$ cat config.mk
export PLATFORM = sky130hd
export DESIGN_NAME = tsp_sym_dec
export DESIGN_NICKNAME = d
export VERILOG_FILES = /design/src/rtl/tsp_pkg.sv /design/src/rtl/tsp_sym_dec.sv
export SDC_FILE = /design/constraint.sdc
export NUM_CORES = 1
export LEC_CHECK = 0
export BUFFER_PORTS_ARGS = -buffer_cell sky130_fd_sc_hd__buf_2
export CELL_PAD_IN_SITES_DETAIL_PLACEMENT = 0
export CELL_PAD_IN_SITES_GLOBAL_PLACEMENT = 1
export CORE_ASPECT_RATIO = 1.5
export CORE_MARGIN = 1
export CORE_UTILIZATION = 36
export DETAILED_ROUTE_END_ITERATION = 12
export PLACE_DENSITY = 0.92
export SLEW_MARGIN = 40
export SYNTH_ARGS = -nofsm -noshare
export SYNTH_HDL_FRONTEND = slang
export SYNTH_SLANG_ARGS = --single-unit
$ cat constraint.sdc
create_clock -name vclk -period 5.5
set_input_delay 1.1 -clock vclk [all_inputs]
set_output_delay 1.1 -clock vclk [all_outputs]
set_load 0.01 [all_outputs]
$ cat src/rtl/tsp_pkg.sv
// ----------------------------------------------------------------------------
// tsp_pkg
// Shared types, codes and constants of the tone sequence player.
// ----------------------------------------------------------------------------
`timescale 1ns / 1ps

package tsp_pkg;

    localparam int STORE_DEPTH_DEF = 256;
    localparam int TONE_W          = 32;
    localparam int OCT_W           = 10;
    localparam int SHIFT_W         = $clog2(TONE_W);

    localparam logic signed [OCT_W-1:0] OCT_MAX = OCT_W'(511);
    localparam logic signed [OCT_W-1:0] OCT_MIN = OCT_W'(-512);

    // request operations
    typedef enum logic [2:0] {
        OP_BEGIN  = 3'd0,
        OP_SYMBOL = 3'd1,
        OP_COMMIT = 3'd2,
        OP_TICK   = 3'd3,
        OP_STOP   = 3'd4
    } t_op;

    // speaker actions
    typedef enum logic [1:0] {
        ACT_NONE    = 2'd0,
        ACT_START   = 2'd1,
        ACT_SILENCE = 2'd2
    } t_act;

    // work handed from the front stage to the result stage
    typedef enum logic [1:0] {
        K_NONE,
        K_PLAY,
        K_IDLE,
        K_STOP
    } t_kind;

    typedef struct packed {
        logic signed [OCT_W-1:0] octave;
        logic [TONE_W-1:0]       tone;
    } t_sym_state;

    // character codes
    localparam logic [7:0] CH_UP    = 8'h3E;
    localparam logic [7:0] CH_DOWN  = 8'h3C;
    localparam logic [7:0] CH_OCT   = 8'h6F;
    localparam logic [7:0] CH_SEMI  = 8'h3B;
    localparam logic [7:0] CH_ZERO  = 8'h30;
    localparam logic [7:0] CH_CASE  = 8'h20;
    localparam logic [7:0] CH_LOW_A = 8'h61;
    localparam logic [7:0] CH_LOW_B = 8'h62;
    localparam logic [7:0] CH_LOW_C = 8'h63;
    localparam logic [7:0] CH_LOW_D = 8'h64;
    localparam logic [7:0] CH_LOW_E = 8'h65;
    localparam logic [7:0] CH_LOW_F = 8'h66;
    localparam logic [7:0] CH_LOW_G = 8'h67;

    // base tone values of the notes
    localparam logic [TONE_W-1:0] TONE_A = TONE_W'(28);
    localparam logic [TONE_W-1:0] TONE_B = TONE_W'(30);
    localparam logic [TONE_W-1:0] TONE_C = TONE_W'(16);
    localparam logic [TONE_W-1:0] TONE_D = TONE_W'(18);
    localparam logic [TONE_W-1:0] TONE_E = TONE_W'(20);
    localparam logic [TONE_W-1:0] TONE_F = TONE_W'(22);
    localparam logic [TONE_W-1:0] TONE_G = TONE_W'(24);

    // letters differ from their capitals only in the case bit
    function automatic logic [TONE_W-1:0] note_base(input logic [7:0] sym);
        logic [7:0] low;
        low = sym | CH_CASE;
        case (low)
            CH_LOW_A: note_base = TONE_A;
            CH_LOW_B: note_base = TONE_B;
            CH_LOW_C: note_base = TONE_C;
            CH_LOW_D: note_base = TONE_D;
            CH_LOW_E: note_base = TONE_E;
            CH_LOW_F: note_base = TONE_F;
            CH_LOW_G: note_base = TONE_G;
            default:  note_base = '0;
        endcase
    endfunction

endpackage

$ cat src/rtl/tsp_sym_dec.sv
// ----------------------------------------------------------------------------
// tsp_sym_dec
// Applies one note string character to the octave and the running tone.
// ----------------------------------------------------------------------------
`timescale 1ns / 1ps

module tsp_sym_dec
    import tsp_pkg::*;
(
    input  t_sym_state        i_state,
    input  logic [7:0]        i_symbol,
    input  logic signed [7:0] i_next_symbol,
    output t_sym_state        o_state,
    output logic              o_clear_count
);

    logic signed [OCT_W-1:0] w_oct;
    logic [TONE_W-1:0]       w_tone;
    logic signed [OCT_W-1:0] w_next_ext;

    assign w_next_ext = {{(OCT_W-8){i_next_symbol[7]}}, i_next_symbol};

    always_comb begin
        w_oct         = i_state.octave;
        w_tone        = i_state.tone;
        o_clear_count = 1'b0;
        unique case (i_symbol)
            CH_UP: begin
                if (i_state.octave != OCT_MAX) w_oct = i_state.octave + OCT_W'(1);
            end
            CH_DOWN: begin
                if (i_state.octave != OCT_MIN) w_oct = i_state.octave - OCT_W'(1);
            end
            CH_OCT: begin
                w_oct = w_next_ext - OCT_W'(CH_ZERO);
            end
            CH_SEMI: begin
                w_tone        = '0;
                o_clear_count = 1'b1;
            end
            default: begin
                w_tone = note_base(i_symbol);
            end
        endcase

        o_state.octave = w_oct;
        o_state.tone   = w_tone;
        // positive octave shifts the tone up, 32 or more clears it
        if (!w_oct[OCT_W-1] && (w_oct != '0)) begin
            if (|w_oct[OCT_W-2:SHIFT_W]) begin
                o_state.tone = '0;
            end else begin
                o_state.tone = w_tone << w_oct[SHIFT_W-1:0];
            end
        end
    end

endmodule
==> flow_summary.json <==
{
  "synth_cell_type_count": 75,
  "io_pins": 101,
  "utilization_pct": 47.8,
  "end_kind": "primary output",
  "viasPerCell": 6.66,
  "period_share_pct": 97.3,
  "first_iter_violations": 415,
  "grt_pass1_wl_mm": 21.8,
  "port_buffers": 101,
  "synth_fp_nets": 529,
  "die_y_um": 117,
  "worstMarginPinSlew_ns": 0.755,
  "grt_overflow": 0,
  "relSlewSlack_pct": 49.5,
  "flops_and_latches": 0,
  "hold_violations": 0,
  "grt_max_degree": 29,
  "peakVddDrop_uv": 21.6,
  "cp_max_fo": 12,
  "hold_start": "i_state[9]",
  "p_leak_nw": 1.76,
  "holdBufCountCts": 0,
  "nNetsFinal": 646,
  "min_path_cells": 4,
  "cellPowerDensity_mw_per_mm2": 48.1,
  "regArea_um2": 0,
  "num_vias": 4593,
  "num_rows": 41,
  "dpl.hpwl_mm": 11.3,
  "dp_slack_ns": -0.0992,
  "synth_top_cell_by_area": "mux2i_1",
  "worstPathRequired_ns": 4.40,
  "dpl-instance-area_mm2": 0.00399,
  "synthCells": 468,
  "fmax_ghz": 0.187,
  "grt_pass1_vias": 4413,
  "grt_usage_pct": 29.7,
  "dieWidth_um": 78.4,
  "start_util_pct": 37.3,
  "clockBufferCount": 0,
  "drc": 0,
  "ys_seq_area_share_pct": 0,
  "ant_nets": 0,
  "routed_wl_mm": 14.1,
  "area_delta_synth_final_pct": 28.2,
  "synth-warning-count": 0,
  "place_congestion": 1.08,
  "hp-class": "in2out",
  "synth_area_leaders": "mux2i_1, mux2_2, nand2_1",
  "maxSlewViolCount": 0,
  "nFillCells": 886,
  "first_pass_iters": 7,
  "cp.arrival_ns": 4.25,
  "antenna_cells": 0,
  "postSynthAreaPerCell_um2": 6.74,
  "setup_viol": 0,
  "status": "complete, no violations",
  "crit_start": "i_state[33]",
  "netlist_top_cells_count": "nand2_1, mux2i_1, nor2_1, a21oi_1, nand3_1",
  "synth.most_common_cell": "nand2_1",
  "period_needed_ns": 5.35,
  "drive_gt1_share_pct": 34.0,
  "synth_area_mm2": 0.00315,
  "synth_top_area_share_pct": 12.7,
  "path_class": "in2out",
  "critPathLaunchType": "input port",
  "layout_setup_ws_ns": 0.147,
  "hold_ws_ns": 2.54,
  "core_area_mm2": 0.00846,
  "dieArea_mm2": 0.00915,
  "fin_area_mm2": 0.00405,
  "wl_per_cell_um": 20.4,
  "antenna_found_initial": 0,
  "fin_tns_setup_ns": 0,
  "max_cap_viol_count": 0
}
-- layer usage --
metal  global-route usage [%]  share of wire (%)  vias up
met5                        0                  0        -
met4                     19.3                6.8        0
met3                     2.89                8.7       72
met2                     54.6                 50      337
met1                     32.3                 34     2097
li1                         -                  -     2087
-- power by group --
group | internal [mW] | total, mW | switching (mW)
logic | 0.0761 | 0.195 | 0.119
clock network | 0 | 0 | 0
registers | 0 | 0 | 0
total | 0.0761 | 0.195 | 0.119
-- final timing paths --
path | endpoint
setup / recovery | o_state[29]
hold / removal | o_state[9]
-- worst max-delay path, stage by stage --
cell	delay, ns
buf_2	0.14
inv_1	0.11
ha_1	0.24
nor3b_2	0.25
nand3_2	0.18
mux2_2	0.33
or3_1	0.47
buf_4	0.23
nor2_2	0.16
a221oi_1	0.09
and3_1	0.27
a22o_1	0.21
a221o_1	0.31
buf_2	0.15
-- layout make-up --
| class | count | area [µm²] | share of cell area, % |
|---|---|---|---|
| multi-input cells | 419 | 2970 | 73.4 |
| repair buffers | 150 | 886 | 21.9 |
| inverters | 14 | 55.1 | 1.36 |
| well taps | 107 | 134 | 3.31 |
-- layout by cell type (no fill, tap or decap), drive strengths merged, types with 4 or more instances in the layout --
master  Yosys  routed
and2        4       4
nor2       36      36
a22oi      21      21
o221ai      5       5
a22o        4       4
o31ai       4       4
and3        8       8
or3         5       5
a221oi      4       4
buf        25     150
mux2       21      21
a31oi       4       4
o22ai       7       7
a32oi       9       9
nor4        5       5
mux2i      40      40
o21ai      28      28
nand2      52      52
nand2b      5       5
inv        13      13
a21oi      31      31
nand3      24      24
nor3       14      14
nand4      11      11
and4        4       4
o211ai     10      10
-- kinds of logic after synthesis --
group,count (synthesis),share of synthesized area (%)
buf+inv,49,7.73
simple gates,187,32.6
mux,62,20.9
xor+xnor,5,1.39
fa+ha+maj,3,1.19
compound gates,162,36.2
-- metrics by stage --
stage / cells / power [mW]
2_1_floorplan: 468 / 0.107
3_3_place_gp: 690 / 0.183
3_5_place_dp: 690 / 0.185
4_1_cts: 690 / 0.186
5_1_grt: 690 / 0.208
6_report: 690 / 0.195
-- repair_timing --
| item | in CTS | in global routing |
|---|---|---|
| buffers inserted | 0 | 0 |
| gates cloned | 0 | 0 |
| gates resized for setup | 1 | 13 |
| endpoints found under the setup margin | 4 | 30 |
Power figures use the tool's default switching activity.
